--- src/rtl/ps2mt_pkg.sv ---
`timescale 1ns / 1ps
`default_nettype none
// ----------------------------------------------------------------------------
// ps2mt_pkg
// Types and constants shared by the PS/2 mouse packet tracker.
// ----------------------------------------------------------------------------
package ps2mt_pkg;

  localparam int DIM_W          = 13;
  localparam int COORD_BITS_DEF = 12;
  localparam int CFG_IDX_W      = 1;

  localparam logic [DIM_W-1:0] RESET_WIDTH  = 13'd1024;
  localparam logic [DIM_W-1:0] RESET_HEIGHT = 13'd768;

  // status byte bit positions
  localparam int ST_LEFT   = 0;
  localparam int ST_RIGHT  = 1;
  localparam int ST_MIDDLE = 2;
  localparam int ST_SYNC   = 3;
  localparam int ST_XSIGN  = 4;
  localparam int ST_YSIGN  = 5;
  localparam int ST_XOVF   = 6;
  localparam int ST_YOVF   = 7;

  localparam logic signed [9:0] OVF_MAG = 10'sd255;

  typedef enum logic [CFG_IDX_W-1:0] {
    CFG_WIDTH  = 1'b0,
    CFG_HEIGHT = 1'b1
  } cfg_reg_t;

  typedef enum logic [1:0] {
    PH_STATUS = 2'd0,
    PH_DX     = 2'd1,
    PH_DY     = 2'd2
  } phase_t;

  // framer -> cursor unit
  typedef struct packed {
    logic       expect_last;  // next accepted word completes a packet
    logic       fire;         // packet completes on this accept
    logic [7:0] status;
    logic [7:0] dx;
    logic [7:0] dy;
  } pkt_t;

endpackage

`default_nettype wire

--- src/rtl/ps2mt_if.sv ---
`timescale 1ns / 1ps
`default_nettype none
// ----------------------------------------------------------------------------
// ps2mt interfaces
// Valid/ready channels for received mouse words and cursor results.
// ----------------------------------------------------------------------------
interface ps2mt_byte_if;
  logic       valid;
  logic       ready;
  logic [7:0] rx_byte;

  modport source (output valid, output rx_byte, input ready);
  modport sink (input valid, input rx_byte, output ready);
endinterface

interface ps2mt_cursor_if import ps2mt_pkg::*; #(
  parameter int COORD_BITS = COORD_BITS_DEF
) ();
  logic                  valid;
  logic                  ready;
  logic [COORD_BITS-1:0] cursor_x;
  logic [COORD_BITS-1:0] cursor_y;
  logic                  left_pressed;
  logic                  right_pressed;
  logic                  middle_pressed;

  modport source (output valid, output cursor_x, output cursor_y, output left_pressed,
                  output right_pressed, output middle_pressed, input ready);
  modport sink (input valid, input cursor_x, input cursor_y, input left_pressed,
                input right_pressed, input middle_pressed, output ready);
endinterface

`default_nettype wire

--- src/rtl/ps2mt_framer.sv ---
`timescale 1ns / 1ps
`default_nettype none
// ----------------------------------------------------------------------------
// ps2mt_framer
// Drops the first word after reset and frames status / X / Y packets.
// ----------------------------------------------------------------------------
module ps2mt_framer import ps2mt_pkg::*; (
  input  wire logic       clk,
  input  wire logic       rst,
  input  wire logic       accept,
  input  wire logic [7:0] rx_byte,
  output pkt_t            pkt
);

  phase_t     phase, phase_next;
  logic       drop_first, drop_first_next;
  logic       load_status, load_dx;
  logic       fire;
  logic [7:0] status_hold;
  logic [7:0] dx_hold;

  always_ff @(posedge clk) begin
    if (rst) begin
      phase      <= PH_STATUS;
      drop_first <= 1'b1;
    end else begin
      phase      <= phase_next;
      drop_first <= drop_first_next;
    end
  end

  always_ff @(posedge clk) begin
    if (load_status) begin
      status_hold <= rx_byte;
    end
    if (load_dx) begin
      dx_hold <= rx_byte;
    end
  end

  always_comb begin
    phase_next      = phase;
    drop_first_next = drop_first;
    load_status     = 1'b0;
    load_dx         = 1'b0;
    fire            = 1'b0;
    if (accept) begin
      if (drop_first) begin
        drop_first_next = 1'b0;
      end else begin
        case (phase)
          PH_DX: begin
            load_dx    = 1'b1;
            phase_next = PH_DY;
          end
          PH_DY: begin
            fire       = 1'b1;
            phase_next = PH_STATUS;
          end
          default: begin
            // only a word with the sync bit set starts a packet
            if (rx_byte[ST_SYNC]) begin
              load_status = 1'b1;
              phase_next  = PH_DX;
            end else begin
              phase_next = PH_STATUS;
            end
          end
        endcase
      end
    end
  end

  assign pkt = '{
    expect_last: !drop_first && (phase == PH_DY),
    fire:        fire,
    status:      status_hold,
    dx:          dx_hold,
    dy:          rx_byte
  };

endmodule

`default_nettype wire

--- src/rtl/ps2mt_cursor.sv ---
`timescale 1ns / 1ps
`default_nettype none
// ----------------------------------------------------------------------------
// ps2mt_cursor
// Screen limits, delta decode, position update with clamp, result register.
// ----------------------------------------------------------------------------
module ps2mt_cursor import ps2mt_pkg::*; #(
  parameter int COORD_BITS = COORD_BITS_DEF
) (
  input  wire logic                 clk,
  input  wire logic                 rst,
  input  wire logic                 cfg_we,
  input  wire logic [CFG_IDX_W-1:0] cfg_index,
  input  wire logic [DIM_W-1:0]     cfg_data,
  input  wire pkt_t                 pkt,
  ps2mt_cursor_if.source            res
);

  localparam int CMP_W = ((COORD_BITS > DIM_W) ? COORD_BITS : DIM_W) + 1;
  localparam int SUM_W = ((COORD_BITS > 10) ? COORD_BITS : 10) + 2;
  localparam logic [COORD_BITS-1:0] COORD_MASK = '1;

  // largest coordinate for a screen dimension; zero acts like one
  function automatic logic [COORD_BITS-1:0] dim_limit(input logic [DIM_W-1:0] dim);
    logic [CMP_W-1:0] top;
    top = (dim == '0) ? '0 : (CMP_W'(dim) - CMP_W'(1));
    if (top > CMP_W'(COORD_MASK)) begin
      top = CMP_W'(COORD_MASK);
    end
    return top[COORD_BITS-1:0];
  endfunction

  // 9-bit two's complement delta, widened by 255 on overflow
  function automatic logic signed [9:0] movement(input logic [7:0] raw, input logic neg,
                                                 input logic ovf);
    logic signed [9:0] d;
    d = $signed({neg, neg, raw});
    if (ovf) begin
      d = neg ? (d - OVF_MAG) : (d + OVF_MAG);
    end
    return d;
  endfunction

  function automatic logic [COORD_BITS-1:0] clamp(input logic signed [SUM_W-1:0] v,
                                                  input logic [COORD_BITS-1:0] lim);
    logic signed [SUM_W-1:0] lim_ext;
    lim_ext = $signed({{(SUM_W-COORD_BITS){1'b0}}, lim});
    if (v < 0) begin
      return '0;
    end
    if (v > lim_ext) begin
      return lim;
    end
    return v[COORD_BITS-1:0];
  endfunction

  logic [COORD_BITS-1:0]   lim_x, lim_y;
  logic [COORD_BITS-1:0]   pos_x, pos_y;
  logic [COORD_BITS-1:0]   pos_x_next, pos_y_next;
  logic [2:0]              buttons;
  logic                    valid;
  logic signed [9:0]       dx, dy;
  logic signed [SUM_W-1:0] nx, ny;

  always_ff @(posedge clk) begin
    if (rst) begin
      lim_x <= dim_limit(RESET_WIDTH);
      lim_y <= dim_limit(RESET_HEIGHT);
    end else if (cfg_we) begin
      case (cfg_index)
        CFG_WIDTH:  lim_x <= dim_limit(cfg_data);
        CFG_HEIGHT: lim_y <= dim_limit(cfg_data);
        default: ;
      endcase
    end
  end

  always_comb begin
    dx = movement(pkt.dx, pkt.status[ST_XSIGN], pkt.status[ST_XOVF]);
    dy = movement(pkt.dy, pkt.status[ST_YSIGN], pkt.status[ST_YOVF]);
    nx = $signed({{(SUM_W-COORD_BITS){1'b0}}, pos_x}) + SUM_W'(dx);
    // screen rows grow downward
    ny = $signed({{(SUM_W-COORD_BITS){1'b0}}, pos_y}) - SUM_W'(dy);
    pos_x_next = clamp(nx, lim_x);
    pos_y_next = clamp(ny, lim_y);
  end

  // position registers double as the result payload
  always_ff @(posedge clk) begin
    if (rst) begin
      pos_x <= '0;
      pos_y <= '0;
      valid <= 1'b0;
    end else if (pkt.fire) begin
      pos_x <= pos_x_next;
      pos_y <= pos_y_next;
      valid <= 1'b1;
    end else if (res.ready) begin
      valid <= 1'b0;
    end
  end

  always_ff @(posedge clk) begin
    if (pkt.fire) begin
      buttons <= {pkt.status[ST_MIDDLE], pkt.status[ST_RIGHT], pkt.status[ST_LEFT]};
    end
  end

  assign res.valid          = valid;
  assign res.cursor_x       = pos_x;
  assign res.cursor_y       = pos_y;
  assign res.left_pressed   = buttons[0];
  assign res.right_pressed  = buttons[1];
  assign res.middle_pressed = buttons[2];

endmodule

`default_nettype wire

--- src/rtl/ps2_mouse_packet_tracker.sv ---
`timescale 1ns / 1ps
`default_nettype none
// ----------------------------------------------------------------------------
// ps2_mouse_packet_tracker
// Turns PS/2 mouse words into a clamped cursor position and button state.
// ----------------------------------------------------------------------------
// rx carries one mouse word per handshake. The first word after reset is
// dropped; packets start on a word with bit 3 set and run status, X, Y.
// cursor carries one word per completed packet: clamped position and the
// three buttons. Other words produce nothing.
// The result word is valid the cycle after the Y word is accepted.
// Throughput: one rx word per cycle while rx.ready is high; the position
// register feeds back through one add and clamp.
// Stall: rx stays ready while a result waits, except when the pending word
// would complete a packet; then rx.ready drops until cursor is taken.
// Reset (rst, synchronous): cursor at 0,0, screen 1024 x 768, waiting for a
// status word with the first word to be dropped. cfg_we/cfg_index/cfg_data
// write screen_width (index 0) or screen_height (index 1); user: idle only, unenforced.
// ----------------------------------------------------------------------------
module ps2_mouse_packet_tracker import ps2mt_pkg::*; #(
  parameter int COORD_BITS = COORD_BITS_DEF
) (
  input  wire logic                 clk,
  input  wire logic                 rst,
  input  wire logic                 cfg_we,
  input  wire logic [CFG_IDX_W-1:0] cfg_index,
  input  wire logic [DIM_W-1:0]     cfg_data,
  ps2mt_byte_if.sink                rx,
  ps2mt_cursor_if.source            cursor
);

  pkt_t pkt;
  logic accept;

  assign rx.ready = !pkt.expect_last || !cursor.valid || cursor.ready;
  assign accept   = rx.valid && rx.ready;

  ps2mt_framer u_framer (
    .clk     (clk),
    .rst     (rst),
    .accept  (accept),
    .rx_byte (rx.rx_byte),
    .pkt     (pkt)
  );

  ps2mt_cursor #(
    .COORD_BITS (COORD_BITS)
  ) u_cursor (
    .clk       (clk),
    .rst       (rst),
    .cfg_we    (cfg_we),
    .cfg_index (cfg_index),
    .cfg_data  (cfg_data),
    .pkt       (pkt),
    .res       (cursor)
  );

endmodule

`default_nettype wire

--- src/flat_wrapper.sv ---
// flat-port wrapper written by rule: the top's interface ports become plain ports
module ps2_mouse_packet_tracker_flat import ps2mt_pkg::*;
#(
  parameter int COORD_BITS = COORD_BITS_DEF
)
  (clk, rst, cfg_we, cfg_index, cfg_data, rx_valid, rx_rx_byte, rx_ready, cursor_valid, cursor_cursor_x, cursor_cursor_y, cursor_left_pressed, cursor_right_pressed, cursor_middle_pressed, cursor_ready);
  ps2mt_byte_if rx_i ();
  ps2mt_cursor_if #(.COORD_BITS(COORD_BITS)) cursor_i ();
  input  wire logic clk;
  input  wire logic rst;
  input  wire logic cfg_we;
  input  wire logic [CFG_IDX_W-1:0] cfg_index;
  input  wire logic [DIM_W-1:0] cfg_data;
  input wire logic [$bits(rx_i.valid)-1:0] rx_valid;
  input wire logic [$bits(rx_i.rx_byte)-1:0] rx_rx_byte;
  output wire logic [$bits(rx_i.ready)-1:0] rx_ready;
  output wire logic [$bits(cursor_i.valid)-1:0] cursor_valid;
  output wire logic [$bits(cursor_i.cursor_x)-1:0] cursor_cursor_x;
  output wire logic [$bits(cursor_i.cursor_y)-1:0] cursor_cursor_y;
  output wire logic [$bits(cursor_i.left_pressed)-1:0] cursor_left_pressed;
  output wire logic [$bits(cursor_i.right_pressed)-1:0] cursor_right_pressed;
  output wire logic [$bits(cursor_i.middle_pressed)-1:0] cursor_middle_pressed;
  input wire logic [$bits(cursor_i.ready)-1:0] cursor_ready;
  assign rx_i.valid = rx_valid;
  assign rx_i.rx_byte = rx_rx_byte;
  assign rx_ready = rx_i.ready;
  assign cursor_valid = cursor_i.valid;
  assign cursor_cursor_x = cursor_i.cursor_x;
  assign cursor_cursor_y = cursor_i.cursor_y;
  assign cursor_left_pressed = cursor_i.left_pressed;
  assign cursor_right_pressed = cursor_i.right_pressed;
  assign cursor_middle_pressed = cursor_i.middle_pressed;
  assign cursor_i.ready = cursor_ready;
  ps2_mouse_packet_tracker #(.COORD_BITS(COORD_BITS)) u_core (.clk(clk), .rst(rst), .cfg_we(cfg_we), .cfg_index(cfg_index), .cfg_data(cfg_data), .rx(rx_i), .cursor(cursor_i));
endmodule
--- config.mk ---
export PLATFORM = sky130hd
export DESIGN_NAME = ps2_mouse_packet_tracker_flat
export DESIGN_NICKNAME = d
export VERILOG_FILES = /design/src/rtl/ps2mt_pkg.sv /design/src/rtl/ps2mt_if.sv /design/src/rtl/ps2mt_framer.sv /design/src/rtl/ps2mt_cursor.sv /design/src/rtl/ps2_mouse_packet_tracker.sv /design/src/flat_wrapper.sv
export SDC_FILE = /design/constraint.sdc
export NUM_CORES = 1
export LEC_CHECK = 0
export BUFFER_PORTS_ARGS = -buffer_cell sky130_fd_sc_hd__buf_2
export CORE_ASPECT_RATIO = 0.9
export CORE_MARGIN = 4
export CORE_UTILIZATION = 34
export CTS_BUF_LIST = sky130_fd_sc_hd__clkbuf_8 sky130_fd_sc_hd__clkbuf_16
export DETAILED_ROUTE_END_ITERATION = 7
export GPL_TIMING_DRIVEN = 1
export SETUP_SLACK_MARGIN = 0.02
export SYNTH_ARGS = -nofsm -noshare
export SYNTH_HDL_FRONTEND = slang
export SYNTH_SLANG_ARGS = --single-unit
--- constraint.sdc ---
create_clock -name clk -period 5.05 [get_ports clk]
set_input_delay 0.505 -clock clk [delete_from_list [all_inputs] [get_ports clk]]
set_output_delay 0.505 -clock clk [all_outputs]
set_load 0.005 [all_outputs]
==> results by group, run 1 <==
Cells and area
  – Non-Filler Instances: 1018
  – Share of cells above drive strength 1: 28.38%
  – Nets: 905
  – N_diodes: 0
  – Fill count: 1645
  – Most frequent cells in the layout: nand2_1, buf_4, ha_1, inv_1, buf_2
  – Area Overhead vs Synth: 28.85%
  – Post-route cell area: 7498 sq um
  – Commonest non-fill, non-tap cell in the layout: nand2_1

Detailed routing
  – Final WL: 16.73 mm
  – Met2 wire length: 7.115 mm
  – DRT Pass-1 Iters: 5
  – Wire length per cell: 16.43 um
  – DRT met1 WL: 8.651 mm
  – Antenna Violating Nets Remaining: 0
  – Avg Vias per Cell: 5.303
  – Top Metal Used: met4
  – Vias: 5398
  – Drt initial violations: 346
  – Post-detailed-route DRC marker count: 0
  – Met3 WL: 737 um

Floorplanning
  – IO Pins: 56
  – Die area: 19280 sq um
  – Initial core utilization: 34.57%
  – Die Span X: 145.9 um
  – Die Height: 132.1 um
  – Row Count: 45
  – Core area: 16830 sq um

Clock network
  – Clk buf depth: 2
  – Clk slew on worst S/H paths: 60 ps
  – CTS sink cnt: 70
  – Root Buffer: clkbuf_16
  – CTS H-tree depth: 3
  – Total CTS buffers: 9
  – CTS tree: yes
  – Clock Latency Late Sink: 340 ps

Place
  – Pre-CTS setup slack: -218.1 ps
  – Port buffer count: 55
  – Placed insts: 990
  – DP Area: 6691 sq um
  – Final estimated routing congestion in global placement: 0.8901
  – Hpwl dp: 12.56 mm

Timing
  – Worst setup margin: 42.52 ps
  – Achievable frequency: 199.7 MHz
  – Normalized max-slew margin: 15.90%
  – Final Hold Vio Count: 0
  – Setup TNS: 0 ps
  – Skew final: 5.878 ps
  – RSZ-0062 raised after global routing: true
  – Actual slew at the worst max-slew pin: 1250 ps
  – # setup viols final: 0
  – Period minus WS final: 5007 ps
  – Slew Limit Fails: 0
  – Hold slack: 393.2 ps
  – Final period util: 99.16%

Worst hold path
  – Min-Delay Path Class: primary input to flip-flop
  – WHS Endpoint: u_core.u_framer.drop_first
  – Hold Startpoint: rx_valid
  – Worst hold stages: 2

Logic synthesis
  – Synth top area share: 17.89%
  – Synthesized flop and latch total: 70
  – Post-Syn Area: 5819 sq um
  – Async S/R FF share, synth: 0%
  – Syn Inst Count: 691
  – Synth area leaders: dfxtp_1, ha_1, edfxtp_1
  – EDFF count, synth: 18
  – Mean Syn Cell Area: 8.422 sq um
  – Syn nets: 794
  – Post-synthesis sequential area ratio: 27.18%
  – Synth area leader: dfxtp_1
  – Syn. warnings: 0
  – Most used DFF post-synth: dfxtp_1
  – Unique cell type count in the Yosys netlist: 73

Pwr
  – Sw frac: 28.82%
  – Pint: 1.077 mW
  – Sequential cell fraction of total power: 39.9%
  – Power Dens Cells: 201.7 nW/um^2
  – Leakage: 3.344 nW
  – Peak VDD IR: 0.1270 mV
  – Sw Pwr: 435.8 uW
  – Clock network fraction of design power: 39.2%
  – Combinational Power Share: 20.8%

GRT
  – Total GRT Usage: 16.38%
  – Largest net degree at the start of global routing: 23
  – Total gr overflow: 0
  – Initial antenna violation count: 0
  – Vias in the first global route: 4928
  – First-pass GRT wire length: 25.74 mm

Critical path
  – Worst setup SP type: flip-flop
  – Reg2Reg Setup Slack: 40 ps
  – Worst EP required: 5280 ps
  – FF-to-FF End: u_core.u_cursor.res.cursor_y[6]
  – CP Class: flip-flop to flip-flop
  – WP data arrival: 5240 ps
  – CP Max Fanout: 5
  – Worst-case reg-to-reg path depth: 25
  – Nature of the critical path endpoint: flip-flop
  – Worst R2R Start: u_core.u_framer.status_hold[5]

Status
  – Status: complete, no violations

Run
  – Max_cap viols: 0
## metal layers
metal	GRT usage, %	up-vias
met5	0	-
met4	3.481	0
li1	-	2769
met2	23.35	119
met3	3.231	21
met1	25.32	2489
## logic make-up after synthesis
| group | share of synthesized area (%) |
|---|---|
| muxes | 2.408 |
| xor gates and xnor gates | 5.719 |
| and+or+nand+nor | 17.59 |
| adders and majority gates | 16.86 |
| DFF | 27.18 |
| AOI/OAI and AO/OA | 24.45 |
| buffers and inverters | 5.805 |
## area by class of cell
type | count | area [sq um] | area share (%)
well taps | 211 | 264.0 | 3.521
multi-input cells | 537 | 4324 | 57.67
clock buffers | 10 | 239.0 | 3.187
repair buffers | 126 | 827.0 | 11.03
clock inverters | 6 | 37.54 | 0.5006
inverters | 58 | 225.2 | 3.004
flip-flops and latches | 70 | 1582 | 21.09
## what timing repair did
| action | CTS | global route |
|---|---|---|
| endpoints found under the hold margin | 0 | 0 |
| resized for setup | 14 | 77 |
| endpoints found under the setup margin | 22 | 24 |
| pin swaps | 4 | 59 |
| buffers inserted | 1 | 12 |
| hold buffers | 0 | 0 |
| cloned | 0 | 1 |
## sequential cells by signal, indices dropped and copies added (netlist names)
signal	count
u_core.u_cursor.buttons	3
u_core.u_cursor.lim_x	12
u_core.u_cursor.lim_y	12
u_core.u_cursor.res.cursor_x	12
u_core.u_cursor.res.cursor_y	12
u_core.u_cursor.res.valid	1
u_core.u_framer.drop_first	1
u_core.u_framer.dx_hold	8
u_core.u_framer.phase	2
u_core.u_framer.status_hold	7
## synthesized netlist by cell type (all sizes together) (4+ instances only)
library cell / count
nand2: 83
ha: 72
inv: 57
a21oi: 52
dfxtp: 52
o211ai: 38
nor2: 31
xnor2: 30
nand3: 24
nand4: 24
clkbuf: 20
a21o: 19
edfxtp: 18
o21ai: 17
o21a: 11
mux2i: 8
nor2b: 8
xor2: 8
a211oi: 7
buf: 7
nor3: 7
o21bai: 7
nand2b: 6
o31ai: 6
mux2: 5
nor4: 5
a211o: 4
a31oi: 4
and2: 4
and4: 4
fa: 4
## critical path: stages, from the launching register on
cell and delay [ps]:
edfxtp_1 390, inv_4 70, fa_2 380, a21oi_2 140, o21bai_1 100, a21o_1 170
a21oi_2 180, xnor2_1 140, mux2i_1 100, ha_1 410, a2111oi_4 390, buf_4 170
a21o_1 130, a2111oi_4 50, a211oi_2 230, buf_4 160, inv_4 40, ha_4 260
o21ai_2 50, o21ai_2 160, a211oi_1 90, a211o_1 350, a211o_1 370, buf_6 150
nand4_1 130, o211ai_2 90
## how the worst max path moves through the flow
stage | depth (start not counted) | startpoint | end
final | 25 | u_core.u_framer.status_hold[5] | u_core.u_cursor.res.cursor_y[6]
after global routing | 25 | u_core.u_framer.status_hold[5] | u_core.u_cursor.res.cursor_y[6]
after CTS | 24 | u_core.u_framer.dx_hold[1] | u_core.u_cursor.res.cursor_x[0]
after detailed placement | 24 | rx_rx_byte[1] | u_core.u_cursor.res.cursor_y[7]
after global placement | 24 | rx_rx_byte[0] | u_core.u_cursor.res.cursor_y[3]
after floorplan | 23 | u_core.u_framer.status_hold[4] | u_core.u_cursor.res.cursor_x[10]
## stage by stage
step                total power [mW]  utilization, %
global route                   1.585           44.54
global placement              0.8845           39.75
detailed placement            0.8850           39.75
floorplan                     0.7944               -
finish                         1.512           44.54
CTS                            1.483           41.69
## power by group through the flow
stage / Combinational [mW] / Sequential (mW) / Clock, mW
after floorplan: 0.185 / 0.610 / 0
after global placement: 0.270 / 0.615 / 0
after detailed placement: 0.270 / 0.615 / 0
after CTS: 0.277 / 0.603 / 0.602
after global routing: 0.353 / 0.605 / 0.626
final: 0.315 / 0.604 / 0.593
Power figures use the tool's default switching activity.
==> run 2: changes to the inputs <==
PLACE_DENSITY = 0.58   (was default)
SETUP_SLACK_MARGIN = 0.2   (was 0.02)
clock period = 4.2 ns   (was 5.05 ns; I/O delays follow)
==> results by group, run 2 (synthesis results as in run 1) <==
Pwr
  – Peak VDD IR: 0.2312 mV
  – Power Dens Cells: 247.1 nW/um^2
  – Combinational Power Share: 21.0%
  – Leakage: 3.651 nW
  – Sw Pwr: 565.8 uW
  – Clock network fraction of design power: 42.9%
  – Pint: 1.441 mW
  – Sw frac: 28.19%
  – Sequential cell fraction of total power: 36.1%

Cells and area
  – Commonest non-fill, non-tap cell in the layout: buf_4
  – Multi-input logic area: 4479 sq um
  – Share of cells above drive strength 1: 34.34%
  – Area Overhead vs Synth: 39.56%
  – Non-Filler Instances: 1070
  – N_diodes: 0
  – Core Util, Final: 48.24%
  – Nets: 957
  – Most frequent cells in the layout: buf_4, nand2_1, inv_1, ha_1, buf_2
  – Fill count: 1590
  – Register area: 1582 sq um

Place
  – Final estimated routing congestion in global placement: 0.8467
  – Port buffer count: 55
  – Placed insts: 1033
  – Hpwl dp: 13.08 mm

Timing
  – RSZ-0062 raised after global routing: true
  – Achievable frequency: 203.8 MHz
  – Worst setup margin: -707.5 ps
  – Setup TNS: -14120 ps
  – Period minus WS final: 4907 ps
  – Final period util: 116.8%
  – Actual slew at the worst max-slew pin: 1182 ps
  – Slew Limit Fails: 0
  – # setup viols final: 24
  – Skew final: 7.088 ps
  – Normalized max-slew margin: 20.50%
  – Final Hold Vio Count: 0

Critical path
  – CP Class: flip-flop to flip-flop
  – Nature of the critical path endpoint: flip-flop
  – Worst setup SP type: flip-flop
  – CP Max Fanout: 4
  – Worst EP required: 4470 ps
  – Reg2Reg Setup Slack: -710 ps
  – Worst R2R Start: u_core.u_framer.dx_hold[1]
  – WP data arrival: 5180 ps
  – Worst-case reg-to-reg path depth: 23
  – FF-to-FF End: u_core.u_cursor.res.cursor_x[0]

Floorplanning
  – Core area: 16830 sq um
  – Row Count: 45
  – Die Span X: 145.9 um
  – Die Height: 132.1 um
  – Initial core utilization: 34.57%
  – Die area: 19280 sq um
  – IO Pins: 56

Worst hold path
  – Worst hold stages: 2
  – Hold Startpoint: rx_valid
  – WHS Endpoint: u_core.u_framer.drop_first
  – Min-Delay Path Class: primary input to flip-flop

GRT
  – Vias in the first global route: 5399
  – Largest net degree at the start of global routing: 23
  – Total gr overflow: 0
  – Total GRT Usage: 17.40%
  – Initial antenna violation count: 0
  – First-pass GRT wire length: 27.32 mm

Status
  – Failing checks: negative setup slack
  – Status: complete, but fails checks

Detailed routing
  – Final WL: 17.03 mm
  – DRT Pass-1 Iters: 5
  – Antenna Violating Nets Remaining: 0
  – Vias: 5567
  – Drt initial violations: 325
  – Wire length per cell: 15.92 um
  – Post-detailed-route DRC marker count: 0
  – Avg Vias per Cell: 5.203

Clock network
  – Total CTS buffers: 9
  – Clk slew on worst S/H paths: 60 ps
  – Clock Latency Late Sink: 350 ps
  – Root Buffer: clkbuf_16
  – CTS sink cnt: 70
  – Clk buf depth: 2
  – CTS H-tree depth: 3
  – CTS tree: yes

Run
  – Max_cap viols: 0
## run 2: cell count changes in the layout (fill, tap and decap cells not counted), sizes merged
cell,change
clkbuf,-1
inv,+1
clkinv,-2
bufinv,+2
buf,+52
## run 2: through the flow
stage / hold slack (ps) / worst slack (ps) / power, mW / cell area [sq um]
after floorplan: 400.3 / -408.2 / 0.9730 / 6050
after global placement: 402.8 / -739.1 / 1.100 / 7221
after detailed placement: 404.5 / -720.6 / 1.101 / 7221
after CTS: 313.5 / -559.8 / 1.985 / 7809
after global routing: 340.1 / -1012 / 2.093 / 8122
final: 317.1 / -707.5 / 2.007 / 8122
## run 2: final cells by class
cell class | instances | share of cell area, %
clock buffer | 9 | 2.773
clock inverter | 7 | 1.263
inverter | 58 | 2.773
multi-input combinational | 537 | 55.15
sequential | 70 | 19.47
tap | 211 | 3.251
timing repair buffer | 178 | 15.31
## run 2: timing repair
| action | CTS | global route |
|---|---|---|
| buffers inserted | 8 | 12 |
| setup endpoints to repair | 24 | 24 |
| cloned | 1 | 0 |
| resized for setup | 34 | 37 |
| hold buffers | 0 | 0 |
| pin swaps | 20 | 66 |
## run 2: worst max-delay path: stages, from the launching register on
cell and delay [ps]:
edfxtp_1 420, buf_6 150, fa_2 350, a21o_1 200
a21oi_2 150, buf_4 140, xnor2_2 50, mux2_4 280
ha_4 270, o211ai_1 90, o211a_1 270, o31ai_4 310
o22ai_2 160, xnor2_2 160, ha_1 330, and4_4 270
nand3_4 70, nand2b_4 150, o211ai_1 190, o211ai_1 130
buf_4 180, buf_6 110, a21bo_1 190, a311oi_2 220
## run 2: layer usage
| metal | global-route usage (%) | share of wire, % | wire length (um) | up-vias |
|---|---|---|---|---|
| li1 | - | - | - | 2885 |
| met1 | 25.02 | 50 | 8578 | 2563 |
| met2 | 26.35 | 44 | 7474 | 103 |
| met3 | 3.541 | 4.4 | 744 | 16 |
| met4 | 5.063 | 1.4 | 235 | 0 |
| met5 | 0 | 0 | 0 | - |
## run 2: how the worst max path moves through the flow
stage	from	endpoint	slack, ps
after detailed placement	rx_rx_byte[0]	u_core.u_cursor.res.cursor_y[6]	-720
after floorplan	u_core.u_framer.status_hold[5]	u_core.u_cursor.res.cursor_y[10]	-410
after global routing	u_core.u_framer.dx_hold[1]	u_core.u_cursor.res.cursor_x[0]	-1010
after CTS	u_core.u_framer.status_hold[5]	u_core.u_cursor.res.cursor_y[6]	-560
final	u_core.u_framer.dx_hold[1]	u_core.u_cursor.res.cursor_x[0]	-710
after global placement	rx_rx_byte[1]	u_core.u_cursor.res.cursor_y[6]	-740
## run 2: power by group through the flow
stage	clock network, mW	logic (mW)	registers [mW]
floorplan	0	0.240	0.733
detailed placement	0	0.362	0.739
global placement	0	0.362	0.738
CTS	0.870	0.391	0.724
global route	0.898	0.469	0.726
finish	0.861	0.422	0.724
